[config.mk]
export PLATFORM = sky130hd
export DESIGN_NAME = key_scan_autorepeat_unit
export DESIGN_NICKNAME = d
export VERILOG_FILES = /design/src/rtl/core/ksa_pkg.sv /design/src/rtl/core/ksa_cfg_regs.sv /design/src/rtl/core/ksa_step.sv /design/src/rtl/core/key_scan_autorepeat_unit.sv
export SDC_FILE = /design/constraint.sdc
export NUM_CORES = 1
export LEC_CHECK = 0
export BUFFER_PORTS_ARGS = -buffer_cell sky130_fd_sc_hd__buf_2
export CELL_PAD_IN_SITES_DETAIL_PLACEMENT = 1
export CELL_PAD_IN_SITES_GLOBAL_PLACEMENT = 1
export CORE_MARGIN = 3
export CORE_UTILIZATION = 40
export DETAILED_ROUTE_END_ITERATION = 10
export PLACE_DENSITY_LB_ADDON = 0.1
export SLEW_MARGIN = 10
export SYNTH_ARGS = -nofsm -noshare
export SYNTH_HDL_FRONTEND = slang
export SYNTH_SLANG_ARGS = --single-unit
[constraint.sdc]
create_clock -name clk -period 4.8 [get_ports clk]
set_input_delay 1.2 -clock clk [delete_from_list [all_inputs] [get_ports clk]]
set_output_delay 1.2 -clock clk [all_outputs]
set_load 0.1 [all_outputs]
[src/rtl/core/ksa_pkg.sv]
// shared types, constants and key encoder for the key scan auto-repeat unit
`default_nettype none

package ksa_pkg;

	localparam int unsigned NUM_KEYS      = 6;
	localparam int unsigned CODE_W        = 3;
	localparam int unsigned COUNT_W       = 8;
	localparam int unsigned CFG_IDX_W     = 1;

	localparam logic [COUNT_W-1:0] HOLD_DELAY_RESET      = 8'd25;
	localparam logic [COUNT_W-1:0] REPEAT_INTERVAL_RESET = 8'd3;

	localparam logic [CODE_W-1:0] KEY_CODE_NONE = 3'd0;
	localparam logic [CODE_W-1:0] KEY_CODE_MAX  = 3'd6;

	typedef enum logic [CFG_IDX_W-1:0] {
		CFG_HOLD_DELAY      = 1'b0,
		CFG_REPEAT_INTERVAL = 1'b1
	} cfg_index_t;

	typedef enum logic {
		MODE_SCAN = 1'b0,
		MODE_TICK = 1'b1
	} mode_t;

	typedef struct packed {
		logic [NUM_KEYS-1:0] last_pressed;
		logic [COUNT_W-1:0]  hold_count;
		logic [COUNT_W-1:0]  repeat_count;
	} scan_state_t;

	typedef struct packed {
		logic [COUNT_W-1:0] hold_delay_ticks;
		logic [COUNT_W-1:0] repeat_interval_ticks;
	} scan_cfg_t;

	// highest pressed key, plus one; zero when nothing is pressed
	function automatic logic [CODE_W-1:0] top_key_code(input logic [NUM_KEYS-1:0] keys);
		logic [CODE_W-1:0] code;
		code = KEY_CODE_NONE;
		for (int i = 0; i < NUM_KEYS; i++) begin
			if (keys[i]) begin
				code = CODE_W'(i + 1);
			end
		end
		return code;
	endfunction

endpackage

`default_nettype wire

[src/rtl/core/ksa_cfg_regs.sv]
// configuration registers: hold delay and repeat interval
`default_nettype none

module ksa_cfg_regs (
	input  wire logic                          clk,
	input  wire logic                          arst_n,
	input  wire logic                          cfg_valid,
	output logic                               cfg_ready,
	input  wire logic [ksa_pkg::CFG_IDX_W-1:0] cfg_index,
	input  wire logic [ksa_pkg::COUNT_W-1:0]   cfg_data,
	output ksa_pkg::scan_cfg_t                 cfg
);

	ksa_pkg::scan_cfg_t cfg_q;

	assign cfg_ready = 1'b1;
	assign cfg       = cfg_q;

	always_ff @(posedge clk or negedge arst_n) begin
		if (!arst_n) begin
			cfg_q.hold_delay_ticks      <= ksa_pkg::HOLD_DELAY_RESET;
			cfg_q.repeat_interval_ticks <= ksa_pkg::REPEAT_INTERVAL_RESET;
		end else if (cfg_valid) begin
			case (ksa_pkg::cfg_index_t'(cfg_index))
				ksa_pkg::CFG_HOLD_DELAY: begin
					cfg_q.hold_delay_ticks <= cfg_data;
				end
				ksa_pkg::CFG_REPEAT_INTERVAL: begin
					cfg_q.repeat_interval_ticks <= cfg_data;
				end
				default: begin
				end
			endcase
		end
	end

endmodule

`default_nettype wire

[src/rtl/core/ksa_step.sv]
// next-state and key code logic for one scan or tick item
`default_nettype none

module ksa_step (
	input  wire logic                         mode,
	input  wire logic [ksa_pkg::NUM_KEYS-1:0] keys,
	input  wire ksa_pkg::scan_state_t         cur,
	input  wire ksa_pkg::scan_cfg_t           cfg,
	output ksa_pkg::scan_state_t              nxt,
	output logic [ksa_pkg::CODE_W-1:0]        code
);

	logic new_key;
	logic overlap;
	logic expired;

	assign new_key = |(keys & ~cur.last_pressed);
	assign overlap = |(keys & cur.last_pressed);
	assign expired = (cur.hold_count == '0) && (cur.repeat_count == '0);

	always_comb begin
		nxt  = cur;
		code = ksa_pkg::KEY_CODE_NONE;
		case (ksa_pkg::mode_t'(mode))
			ksa_pkg::MODE_TICK: begin
				if (cur.hold_count != '0) begin
					nxt.hold_count = cur.hold_count - 1'b1;
				end
				if (cur.repeat_count != '0) begin
					nxt.repeat_count = cur.repeat_count - 1'b1;
				end
			end
			ksa_pkg::MODE_SCAN: begin
				nxt.last_pressed = keys;
				if (new_key) begin
					nxt.hold_count = cfg.hold_delay_ticks;
					code           = ksa_pkg::top_key_code(keys);
				end else if (overlap) begin
					if (expired) begin
						nxt.repeat_count = cfg.repeat_interval_ticks;
						code             = ksa_pkg::top_key_code(keys);
					end
				end else begin
					nxt.hold_count = cfg.hold_delay_ticks;
				end
			end
			default: begin
			end
		endcase
	end

endmodule

`default_nettype wire

[src/rtl/core/key_scan_autorepeat_unit.sv]
// top level of the six-key scanner with hold delay and auto-repeat
//
//   channel | valid     | ready     | payload
//   --------+-----------+-----------+----------------------
//   in      | in_valid  | in_ready  | mode, pressed_keys
//   out     | out_valid | out_ready | key_code
//   cfg     | cfg_valid | cfg_ready | cfg_index, cfg_data
//
// one item per cycle while out_ready is high; key_code is held in the result register
// items pass an input register, then the scan logic and state update, then the result register
// the state update happens as an item moves into the result register
// a stalled result register holds the input register; in_ready falls only when both are full
// reset clears valid flags, scan state and loads the default delays; cfg_ready is always high
`default_nettype none

module key_scan_autorepeat_unit (
	input  wire logic                          clk,
	input  wire logic                          arst_n,
	input  wire logic                          in_valid,
	output logic                               in_ready,
	input  wire logic                          mode,
	input  wire logic [ksa_pkg::NUM_KEYS-1:0]  pressed_keys,
	output logic                               out_valid,
	input  wire logic                          out_ready,
	output logic [ksa_pkg::CODE_W-1:0]         key_code,
	input  wire logic                          cfg_valid,
	output logic                               cfg_ready,
	input  wire logic [ksa_pkg::CFG_IDX_W-1:0] cfg_index,
	input  wire logic [ksa_pkg::COUNT_W-1:0]   cfg_data
);

	logic                         valid_s1;
	logic                         mode_s1;
	logic [ksa_pkg::NUM_KEYS-1:0] keys_s1;
	logic                         valid_s2;
	logic [ksa_pkg::CODE_W-1:0]   code_s2;

	ksa_pkg::scan_state_t         state_q;
	ksa_pkg::scan_state_t         state_nxt;
	ksa_pkg::scan_cfg_t           cfg;
	logic [ksa_pkg::CODE_W-1:0]   code_nxt;

	logic                         out_free;
	logic                         adv_s1;
	logic                         in_take;

	assign out_free = !valid_s2 || out_ready;
	assign adv_s1   = valid_s1 && out_free;
	assign in_ready = !valid_s1 || out_free;
	assign in_take  = in_valid && in_ready;

	assign out_valid = valid_s2;
	assign key_code  = code_s2;

	ksa_cfg_regs u_cfg (
		.clk       (clk),
		.arst_n    (arst_n),
		.cfg_valid (cfg_valid),
		.cfg_ready (cfg_ready),
		.cfg_index (cfg_index),
		.cfg_data  (cfg_data),
		.cfg       (cfg)
	);

	ksa_step u_step (
		.mode (mode_s1),
		.keys (keys_s1),
		.cur  (state_q),
		.cfg  (cfg),
		.nxt  (state_nxt),
		.code (code_nxt)
	);

	// input register
	always_ff @(posedge clk or negedge arst_n) begin
		if (!arst_n) begin
			valid_s1 <= 1'b0;
		end else if (in_ready) begin
			valid_s1 <= in_valid;
		end
	end

	always_ff @(posedge clk) begin
		if (in_take) begin
			mode_s1 <= mode;
			keys_s1 <= pressed_keys;
		end
	end

	// result register
	always_ff @(posedge clk or negedge arst_n) begin
		if (!arst_n) begin
			valid_s2 <= 1'b0;
		end else if (out_free) begin
			valid_s2 <= valid_s1;
		end
	end

	always_ff @(posedge clk) begin
		if (adv_s1) begin
			code_s2 <= code_nxt;
		end
	end

	// scan state
	always_ff @(posedge clk or negedge arst_n) begin
		if (!arst_n) begin
			state_q <= '0;
		end else if (adv_s1) begin
			state_q <= state_nxt;
		end
	end

`ifndef SYNTHESIS
	a_code_range: assert property (@(posedge clk) disable iff (!arst_n)
		out_valid |-> (key_code <= ksa_pkg::KEY_CODE_MAX))
		else $error("key code out of range");

	a_tick_no_code: assert property (@(posedge clk) disable iff (!arst_n)
		(adv_s1 && (mode_s1 == ksa_pkg::MODE_TICK)) |=> (key_code == ksa_pkg::KEY_CODE_NONE))
		else $error("tick item gave a key code");

	a_state_hold: assert property (@(posedge clk) disable iff (!arst_n)
		!adv_s1 |=> $stable(state_q))
		else $error("scan state changed without an item");

	a_tick_keeps_keys: assert property (@(posedge clk) disable iff (!arst_n)
		(adv_s1 && (mode_s1 == ksa_pkg::MODE_TICK))
			|=> (state_q.last_pressed == $past(state_q.last_pressed)))
		else $error("tick changed the pressed set");
`endif

endmodule

`default_nettype wire
# --- After elaboration in Yosys (flattened, before gate mapping) ---
# Index checks and enable logic that the tools add are counted.
classes:
  reduce_logical: 18
  n_addsub: 2
  eq_ne: 6
  n_mux: 17
  bitwise_logic: 5
ops:
  columns: ["op", "n"]
  rows:
  - ["two-way mux 8 bit", 7]
  - ["one-hot mux 16 bit (2 select lines)", 1]
  - ["two-way mux 3 bit", 7]
  - ["logical NOT 8 bit", 2]
  - ["nonzero test 8 bit", 2]
  - ["subtractor 8 x 1 -> 8 bit, second input constant", 2]
  - ["bitwise AND 6 bit", 2]
  - ["OR reduction 6 bit", 2]
  - ["inequality test 2 x 1 -> 1 bit, second input constant", 4]
  - ["inverter 6 bit", 1]
  - ["AND reduction 2 bit", 3]
  - ["AND reduction 5 bit", 1]
  - ["logical AND 1 bit", 3]
  - ["inequality test 3 x 2 -> 1 bit, second input constant", 1]
  - ["AND reduction 3 bit", 1]
  - ["logical NOT 1 bit", 2]
  - ["logical OR 1 bit", 2]
  - ["two-way mux 2 bit", 1]
  - ["inequality test 2 bit, second input constant", 1]
  - ["inverter 1 bit", 2]
  - ["two-way mux 1 bit", 1]
word_totals:
  in_bits: 21
  out_inout_bits: 6
  regBits: 50

# --- Longest topological paths before layout ---
# Gate-level depths: netlist (run 1).
depth:
  ltp_word: 9
  ltp_mapped: 8
  depth_no_buf: 6

# --- Modules after synthesis ---
# From an unflattened synthesis (run 1), not the netlist that was laid out.
hier_totals:
  hier_cells: 225
  hier_area_um2: 2825.2
modules_own_cells:
  columns: ["module", "area_per_inst_um2", "instances", "cells_each", "seq_area_each_um2"]
  rows:
  - ["key_scan_autorepeat_unit", 1297.5, 1, 65, 900.9]
  - ["ksa_step", 868.3, 1, 123, 0.0]
  - ["ksa_cfg_regs", 659.4, 1, 37, 406.6]

# --- Worst setup path after synthesis (run 1) ---
# Ideal clock, no wire load.
synth_path:
  path_kind: "in2out"
  from: "input port out_ready"
  to: "output port in_ready"
  t_arrival_ns: 2.022
  path_slack_ns: 1.578
  n_path_buf: 0
  cell_stages: 1
  cell_sequence: "nand3b_1"
synth_via:
  elab_chain_cells: 2
synth_lines:
  columns: ["element", "line", "text"]
  rows:
  - ["start: declaration", "key_scan_autorepeat_unit.sv:24", "input wire logic out_ready,"]
  - ["logical OR 1 bit", "key_scan_autorepeat_unit.sv:47", "assign out_free = !valid_s2 || out_ready;"]
  - ["logical OR 1 bit", "key_scan_autorepeat_unit.sv:49", "assign in_ready = !valid_s1 || out_free;"]
  - ["end: declaration", "key_scan_autorepeat_unit.sv:20", "output logic in_ready,"]
# Every way passes these cells.

# --- Final worst setup path (run 1) ---
# Ends and elaborated chain as after synthesis.

==> run_results.csv, run 1 <==
group,metric,value,unit
yosys,synth_fp_nets,255,
die,rows,28,
cells_and_area,final_common_cell,"dfrtp_1",
cells_and_area,nFillCells,691,
clocking,post-cts-setup-buffers,0,
sta,drv_slew,0,
detailed_routing,drtPass1Iterations,4,
run,drv_cap,0,
die,die_h,85.5,microns
worst_setup_path,critical_path.startpoint,"out_ready",
clocking,cts_buffers,5,
yosys,netlist.area_leader.share,0.346,
yosys,ys.warnings.count,0,
placed_design,dp.cells,319,
die,start_util,0.420,
sta,holdWs,0.515,ns
die,pin_count,27,
sta,final.setup.tns,0,ns
clocking,clock_latency,0.31,ns
worst_setup_path,cp-endpoint,"in_ready",
worst_setup_path,r2r_end,"state_q[4]$_DFFE_PN0P_",
worst_setup_path,crit_path_end_kind,"primary output",
global_route,grt_pass1_wl,9.74,mm
worst_setup_path,crit_fanout,3,
yosys,ys_ff_latch,50,
sta,min_period,3.05,ns
cells_and_area,diodes,0,
clocking,numClockSinks,50,
worst_setup_path,critPathLaunchType,"input pin",
global_route,antenna_found_initial,0,
detailed_routing,drc,0,
cells_and_area,layout_common_cells,"dfrtp_1 (35), buf_2 (25), mux2_2 (20)",
clocking,clockBufferDepth,2,
placed_design,portBuffers,25,
sta,slew_headroom,0.395,
detailed_routing,wl,5.72,mm
clocking,cts_tree,"done",
clocking,ctsResizeCount,0,
yosys,synth_cell_types,46,
detailed_routing,vias_per_cell,5.57,
sta,hold_viol_final,0,
worst_setup_path,path_cells,"buf_2 > nand3b_1 > buf_2",
detailed_routing,avgRoutedWirePerCell,17.5,microns
die,die_w,85.5,microns
worst_setup_path,cpPeakStageDelay,0.44,ns
worst_setup_path,ff2ff_setup_slack,2.25,ns
status,status,"complete, no violations",
detailed_routing,drt_iter0_markers,80,
yosys,synth_top_area_cell,"dfrtp_1",
yosys,synthesis.area,0.00253,sq mm
worst_setup_path,rr_startpoint,"mode_s1$_DFFE_PP_",
detailed_routing,detail-route-antenna-nets,0,
die,core_area,0.00603,sq mm
worst_setup_path,crit_top_cell,"buf_2",
global_route,grt_max_degree,41,
yosys,syn_inst,230,
cells_and_area,nNetsFinal,276,
power_and_ir_drop,power.leakage,0.00116,uW
detailed_routing,vias,1822,
worst_setup_path,arrival,1.85,ns
yosys,synth_area_per_cell,11.0,sq um
sta,grt_setup_unrepaired,"no",
sta,finClkSkew,0.00972,ns
worst_setup_path,cp_slowest_cell,"buf_2",
clocking,root_buffer,"clkbuf_8",
cells_and_area,areaGrowthSynthToFinish,9.70,%
clocking,h-tree-depth,2,
global_route,grt_pass1_vias,1920,
sta,finalCritPeriodShare,0.635,
placed_design,dp.final_hpwl,4.16,mm
worst_setup_path,crit_required,3.60,ns
worst_setup_path,path_class,"input pin to primary output",
clocking,cts_hold_buf,0,
hold_path,hold_class,"flop to flop",
global_route,grt_use_total,0.172,
power_and_ir_drop,p_per_area,440,mW/mm^2
sta,setup_viol,0,
sta,fmax,328,MHz
sta,worstMarginPinSlew,0.908,ns
die,die-area,0.00731,sq mm
global_route,grt_remaining_overflow,0,
cells_and_area,fin_cells,327,
yosys,ys_seq_area_frac,0.517,
worst_setup_path,reg2regPathDepth,4,
power_and_ir_drop,vdd_drop_max,179,uV
yosys,synth.area.top_cells,"dfrtp_1 (35%), edfxtp_1 (12%), mux2_2 (8.9%)",
clocking,clk_pin_slew,0.09,ns
cells_and_area,drive_gt1_frac,0.254,
placed_design,gp_congestion,0.760,
-- cell families (layout without fill, tap and decap cells) --
family,after synthesis,count (layout),share of synthesized area
AO/OA/AOI/OAI,44,44,0.130
adder cells (fa/ha/maj),4,4,0.0198
buffers and inverters,27,49,0.0460
flip-flops,50,50,0.517
multiplexers,24,24,0.105
other,1,1,0.00148
AND/OR/NAND/NOR,80,80,0.181
-- power by group --
part	internal [uW]	total, uW	switching [uW]
combinational	150	346	197
sequential	532	632	100
clock	104	243	139
total	786	1220	436
-- critical path, delay by kind of cell --
kind                   cells  cell delay [ns]
buffers and inverters      2             0.52
AND/OR/NAND/NOR            1             0.13
-- metal layers --
metal	routed length, microns	global-route usage	vias up
met1	2850	0.245	903
met5	0	0	-
met4	95	0.0561	0
li1	-	-	882
met2	2600	0.264	28
met3	181	0.0336	9
-- synth_stat cells (all sizes together) --
cell / count
a21boi: 1
a21oi: 6
a22oi: 7
a2bb2oi: 1
a31o: 1
a31oi: 2
a41oi: 6
and2: 5
and3: 5
and4: 1
buf: 6
clkbuf: 5
conb: 1
dfrtp: 35
dfstp: 5
edfxtp: 10
ha: 4
inv: 16
mux2: 20
mux2i: 4
nand2: 14
nand2b: 6
nand3: 6
nand3b: 2
nand4: 10
nor2: 16
nor2b: 1
nor3: 9
nor3b: 2
nor4: 2
o2111a: 1
o211ai: 5
o21a: 1
o21ai: 8
o221a: 3
o22ai: 1
o311a: 1
or2: 1
-- how the worst min path moves through the flow --
stage | to | slack (ns) | cells past startpoint | from
final | u_cfg.cfg[9]$_DFFE_PN0P_ | 0.51 | 1 | u_cfg.cfg[9]$_DFFE_PN0P_
after global routing | u_cfg.cfg[5]$_DFFE_PN0P_ | 0.53 | 1 | u_cfg.cfg[5]$_DFFE_PN0P_
after CTS | u_cfg.cfg[5]$_DFFE_PN0P_ | 0.52 | 1 | u_cfg.cfg[5]$_DFFE_PN0P_
after detailed placement | u_cfg.cfg[5]$_DFFE_PN0P_ | 0.50 | 1 | u_cfg.cfg[5]$_DFFE_PN0P_
after global placement | u_cfg.cfg[5]$_DFFE_PN0P_ | 0.49 | 1 | u_cfg.cfg[5]$_DFFE_PN0P_
after floorplan | out_valid$_DFFE_PN0P_ | 0.48 | 1 | valid_s1$_DFFE_PN0N_
-- area by class of cell --
cell class / count / area [sq um] / area share
Clock buffer: 7 / 76.3 / 0.0275
Clock inverter: 1 / 6.26 / 0.00226
Inverter: 16 / 60.1 / 0.0217
Multi-Input combinational cell: 153 / 1100 / 0.398
Sequential cell: 50 / 1310 / 0.471
Tap cell: 75 / 93.8 / 0.0338
Timing Repair Buffer: 25 / 125 / 0.0451
-- sequential cells by signal, indices dropped and copies added (netlist names) --
register	count
key_code	3
keys_s1	6
mode_s1	1
out_valid	1
state_q	22
u_cfg.cfg	16
valid_s1	1
-- stage by stage --
step / util / total power [uW] / setup slack (ns) / instance area [sq um]
after floorplan: - / 893 / 1.58 / 2530
after global placement: 0.447 / 980 / 1.77 / 2690
after detailed placement: 0.447 / 988 / 1.76 / 2690
after CTS: 0.460 / 1230 / 1.75 / 2770
after global routing: 0.460 / 1310 / 1.71 / 2770
final: 0.460 / 1220 / 1.75 / 2770
Power figures use the tool's default switching activity.
==> run 2: changes to the inputs <==
clock period = 3.13 ns   (was 4.8 ns; I/O delays follow)
==> run 2 against run 1 <==
Compared with the run above:
- power is 62% higher
- critical path depth stayed put
- highest routed layer unchanged
- core utilization is 0.71 points higher
- sequential power is 52% higher
- sequential share of layout area is 0.71 points lower
- via count is 1.5% higher
- hold slack better by 0.0031 ns
- clock skew is 0.0052 ns lower
- flip-flop and latch count stayed put
- final area is 1.5% higher
- clock power is 90% higher
==> run_results.csv, run 2 (synthesis results as in run 1) <==
group,metric,value,unit
clocking,h-tree-depth,2,
sta,setup_viol,0,
worst_setup_path,critPathLaunchType,"input pin",
worst_setup_path,crit_path_end_kind,"primary output",
detailed_routing,wl,5.69,mm
worst_setup_path,crit_buf_inv,2,
detailed_routing,drc,0,
detailed_routing,drt_iter0_markers,69,
die,start_util,0.420,
worst_setup_path,path_class,"input pin to primary output",
status,status,"complete, no violations",
sta,finalCritPeriodShare,0.713,
cells_and_area,areaGrowthSynthToFinish,11.4,%
cells_and_area,diodes,0,
placed_design,portBuffers,25,
placed_design,gp_congestion,0.802,
global_route,grt_pass1_wl,9.85,mm
power_and_ir_drop,power.leakage,0.00118,uW
hold_path,hold_class,"flop to flop",
sta,final.setup.tns,0,ns
clocking,cts_buffers,5,
detailed_routing,vias_per_cell,5.62,
sta,finClkSkew,0.00452,ns
worst_setup_path,crit_required,2.35,ns
worst_setup_path,rr_startpoint,"state_q[3]$_DFFE_PN0P_",
clocking,clockBufferDepth,2,
die,die_h,85.5,microns
clocking,post-cts-setup-buffers,0,
worst_setup_path,cp-endpoint,"in_ready",
detailed_routing,avgRoutedWirePerCell,17.3,microns
placed_design,dp.final_hpwl,4.16,mm
sta,min_period,2.23,ns
worst_setup_path,path_cells,"buf_2 > nand3b_1 > buf_2",
cells_and_area,layout_common_cells,"dfrtp_1 (35), buf_2 (25), mux2_2 (20)",
die,die_w,85.5,microns
clocking,numClockSinks,50,
sta,drv_slew,0,
clocking,ctsResizeCount,0,
worst_setup_path,crit_fanout,3,
clocking,clock_latency,0.30,ns
sta,grt_setup_unrepaired,"no",
worst_setup_path,reg2regPathDepth,5,
cells_and_area,largest_reg_flops,22,
power_and_ir_drop,p_per_area,700,mW/mm^2
clocking,root_buffer,"clkbuf_8",
worst_setup_path,ff2ff_setup_slack,1.09,ns
power_and_ir_drop,p_total,1970,uW
cells_and_area,final_common_cell,"dfrtp_1",
global_route,grt_use_total,0.171,
global_route,grt_remaining_overflow,0,
sta,slew_headroom,0.384,
global_route,grt_max_degree,41,
worst_setup_path,critical_path.startpoint,"out_ready",
worst_setup_path,r2r_end,"key_code[0]$_SDFFCE_PP0P_",
die,rows,28,
die,pin_count,27,
sta,fmax,448,MHz
cells_and_area,drive_gt1_frac,0.264,
detailed_routing,vias,1849,
sta,hold_viol_final,0,
die,die-area,0.00731,sq mm
global_route,grt_pass1_vias,1885,
sta,worstMarginPinSlew,0.923,ns
clocking,clk_pin_slew,0.09,ns
detailed_routing,drtPass1Iterations,4,
worst_setup_path,arrival,1.45,ns
clocking,cts_hold_buf,0,
worst_setup_path,cpPeakStageDelay,0.44,ns
worst_setup_path,cp_slowest_cell,"buf_2",
detailed_routing,detail-route-antenna-nets,0,
run,drv_cap,0,
worst_setup_path,critPathTopFamily,"buffers and inverters",
worst_setup_path,crit_cells,3,
clocking,cts_tree,"done",
power_and_ir_drop,vdd_drop_max,237,uV
global_route,antenna_found_initial,0,
die,core_area,0.00603,sq mm
worst_setup_path,crit_top_cell,"buf_2",
cells_and_area,nNetsFinal,278,
cells_and_area,largest-register,"state_q",
==> run 2: report_power, final <==
group	leakage (uW)	switching, uW	internal [uW]
registers	0.000559	145	816
clock network	0.0000514	222	239
logic	0.000570	317	233
==> run 2: worst min-delay path by stage <==
stage | slack, ns | cells after the start | from | endpoint
CTS | 0.52 | 1 | u_cfg.cfg[10]$_DFFE_PN0P_ | u_cfg.cfg[10]$_DFFE_PN0P_
global placement | 0.49 | 1 | u_cfg.cfg[5]$_DFFE_PN0P_ | u_cfg.cfg[5]$_DFFE_PN0P_
detailed placement | 0.50 | 1 | u_cfg.cfg[5]$_DFFE_PN0P_ | u_cfg.cfg[5]$_DFFE_PN0P_
global route | 0.54 | 1 | u_cfg.cfg[9]$_DFFE_PN0P_ | u_cfg.cfg[9]$_DFFE_PN0P_
finish | 0.52 | 1 | u_cfg.cfg[10]$_DFFE_PN0P_ | u_cfg.cfg[10]$_DFFE_PN0P_
floorplan | 0.48 | 1 | valid_s1$_DFFE_PN0N_ | out_valid$_DFFE_PN0P_
==> run 2: area by class of cell <==
| class | instances | area, sq um |
|---|---|---|
| clock buffer | 6 | 72.6 |
| inverter | 16 | 60.1 |
| multi-input combinational | 153 | 1100 |
| sequential | 50 | 1310 |
| tap | 75 | 93.8 |
| fill | 679 | 3210 |
| clock inverter | 2 | 37.5 |
| timing repair buffer | 27 | 140 |
==> run 2: metal layers <==
metal | part of all wire | vias up | track usage
li1 | - | 886 | -
met1 | 0.50 | 922 | 0.248
met2 | 0.45 | 36 | 0.264
met3 | 0.038 | 5 | 0.0346
met4 | 0.011 | 0 | 0.0432
met5 | 0 | - | 0
==> run 2: per-stage QoR <==
step	instances	hold slack, ns	setup WS, ns	cell area (sq um)	util
floorplan	230	0.478	0.344	2530	-
global placement	321	0.492	0.656	2710	0.449
detailed placement	321	0.499	0.620	2710	0.449
CTS	329	0.520	0.896	2820	0.467
global route	329	0.539	0.756	2820	0.467
finish	329	0.518	0.900	2820	0.467
==> run 3: changes to the inputs <==
clock period = 1.9 ns   (was 3.13 ns; I/O delays follow)
==> run 3 against run 2 <==
Compared with the run above:
- core utilization is 2.6 points higher
- register-to-register slack got worse by 1.0 ns
- first-iteration DRC count increased by 64%
- cell count increased by 5.2%
- critical path depth increased by 2
- combinational power grew 98%
- worst setup slack got worse by 0.84 ns
==> run_results.csv, run 3 (synthesis results as in run 1) <==
group,metric,value,unit
die,rows,28,
global_route,grt_use_total,0.181,
sta,setup_viol,0,
power_and_ir_drop,p_per_area,1110,mW/mm^2
worst_setup_path,crit_required,2.10,ns
cells_and_area,post-route-util,0.494,
worst_setup_path,cp-endpoint,"state_q[4]$_DFFE_PN0P_",
global_route,antenna_found_initial,0,
worst_setup_path,r2r_end,"state_q[4]$_DFFE_PN0P_",
cells_and_area,final_common_cell,"dfrtp_1",
worst_setup_path,critPathLaunchType,"flop",
global_route,grt_max_degree,41,
cells_and_area,multi_input_area,0.00112,sq mm
worst_setup_path,ff2ff_setup_slack,0.06,ns
clocking,root_buffer,"clkbuf_8",
die,die-area,0.00731,sq mm
cells_and_area,largest_reg_flops,22,
clocking,clk_pin_slew,0.09,ns
global_route,grt_remaining_overflow,0,
cells_and_area,layout_common_cells,"dfrtp_1 (34), buf_2 (24), mux2_2 (20)",
sta,finClkSkew,0.00796,ns
clocking,clockBufferDepth,2,
cells_and_area,areaGrowthSynthToFinish,17.6,%
clocking,cts_hold_buf,0,
worst_setup_path,rr_startpoint,"state_q[2]$_DFFE_PN0P_",
worst_setup_path,arrival,2.03,ns
clocking,clock_latency,0.31,ns
sta,fmax,544,MHz
placed_design,placed_area,0.00286,sq mm
cells_and_area,nNetsFinal,295,
placed_design,gp_congestion,0.882,
cells_and_area,largest-register,"state_q",
detailed_routing,wl,6.16,mm
global_route,grt_pass1_vias,2010,
worst_setup_path,crit_fanout,5,
clocking,numClockSinks,50,
cells_and_area,diodes,0,
die,die_w,85.5,microns
run,drv_cap,0,
sta,holdWs,0.130,ns
sta,hold_viol_final,0,
detailed_routing,vias,1937,
die,start_util,0.420,
power_and_ir_drop,p_total,3310,uW
cells_and_area,drive_gt1_frac,0.328,
cells_and_area,register_area,0.00131,sq mm
worst_setup_path,path_class,"flop to flop",
sta,finalCritPeriodShare,0.968,
cells_and_area,nFillCells,683,
detailed_routing,drc,0,
clocking,cts_buffers,5,
placed_design,dp.final_hpwl,4.56,mm
worst_setup_path,critical_path.startpoint,"state_q[2]$_DFFE_PN0P_",
power_and_ir_drop,vdd_drop_max,421,uV
worst_setup_path,reg2regPathDepth,5,
status,status,"complete, no violations",
detailed_routing,drtPass1Iterations,4,
die,die_h,85.5,microns
global_route,grt_pass1_wl,10.3,mm
detailed_routing,drt_iter0_markers,113,
worst_setup_path,crit_path_end_kind,"flop",
power_and_ir_drop,power.leakage,0.00128,uW
placed_design,portBuffers,25,
detailed_routing,vias_per_cell,5.60,
detailed_routing,detail-route-antenna-nets,0,
sta,drv_slew,0,
clocking,cts_tree,"done",
die,pin_count,27,
sta,min_period,1.84,ns
die,core_area,0.00603,sq mm
clocking,h-tree-depth,2,
detailed_routing,avgRoutedWirePerCell,17.8,microns
cells_and_area,stdcell_area,0.00297,sq mm
hold_path,hold_class,"input pin to asynchronous set/reset pin",
==> run 3: worst min-delay path by stage <==
stage	from	end	slack (ns)	cells after the start
global route	arst_n	state_q[1]$_DFFE_PN0P_	0.14	2
floorplan	arst_n	state_q[0]$_DFFE_PN0P_	0.18	0
finish	arst_n	state_q[1]$_DFFE_PN0P_	0.13	2
CTS	arst_n	valid_s1$_DFFE_PN0N_	0.13	2
detailed placement	arst_n	state_q[1]$_DFFE_PN0P_	0.47	2
global placement	arst_n	state_q[6]$_DFFE_PN0P_	0.47	2
==> run 3: final cells by class <==
cell class	count	area share
multi-input combinational	153	0.376
clock buffer	6	0.0278
tap	75	0.0316
inverter	16	0.0202
clock inverter	2	0.00421
timing repair buffer	44	0.0993
sequential	50	0.441
==> run 3: timing repair <==
item                                    CTS  global route
resized for setup                         0             3
setup buffers                             0             1
endpoints found under the setup margin    0             5
==> run 3: layer usage <==
metal  track usage  part of all wire
met1         0.257              0.49
met2         0.289              0.46
met3        0.0346             0.035
met4        0.0432            0.0099
met5             0                 0
==> run 3: critical path: stages, from the launching register on <==
cell,delay [ns]
dfrtp_1,0.43
nor4_4,0.38
nand3_4,0.14
nor3b_4,0.31
nand3_2,0.17
o221a_2,0.30
==> run 3: per-stage QoR <==
stage               setup WS [ns]  TNS [ns]  instances
finish                     0.0608         0        346
floorplan                  -0.264     -1.85        230
CTS                        0.0699         0        345
global route             -0.00803  -0.00803        346
global placement            0.143         0        337
detailed placement          0.104         0        337
==> run 3: power breakdown <==
part | switching (uW) | internal, uW
Clock | 358 | 293
Combinational | 601 | 485
Sequential | 228 | 1350
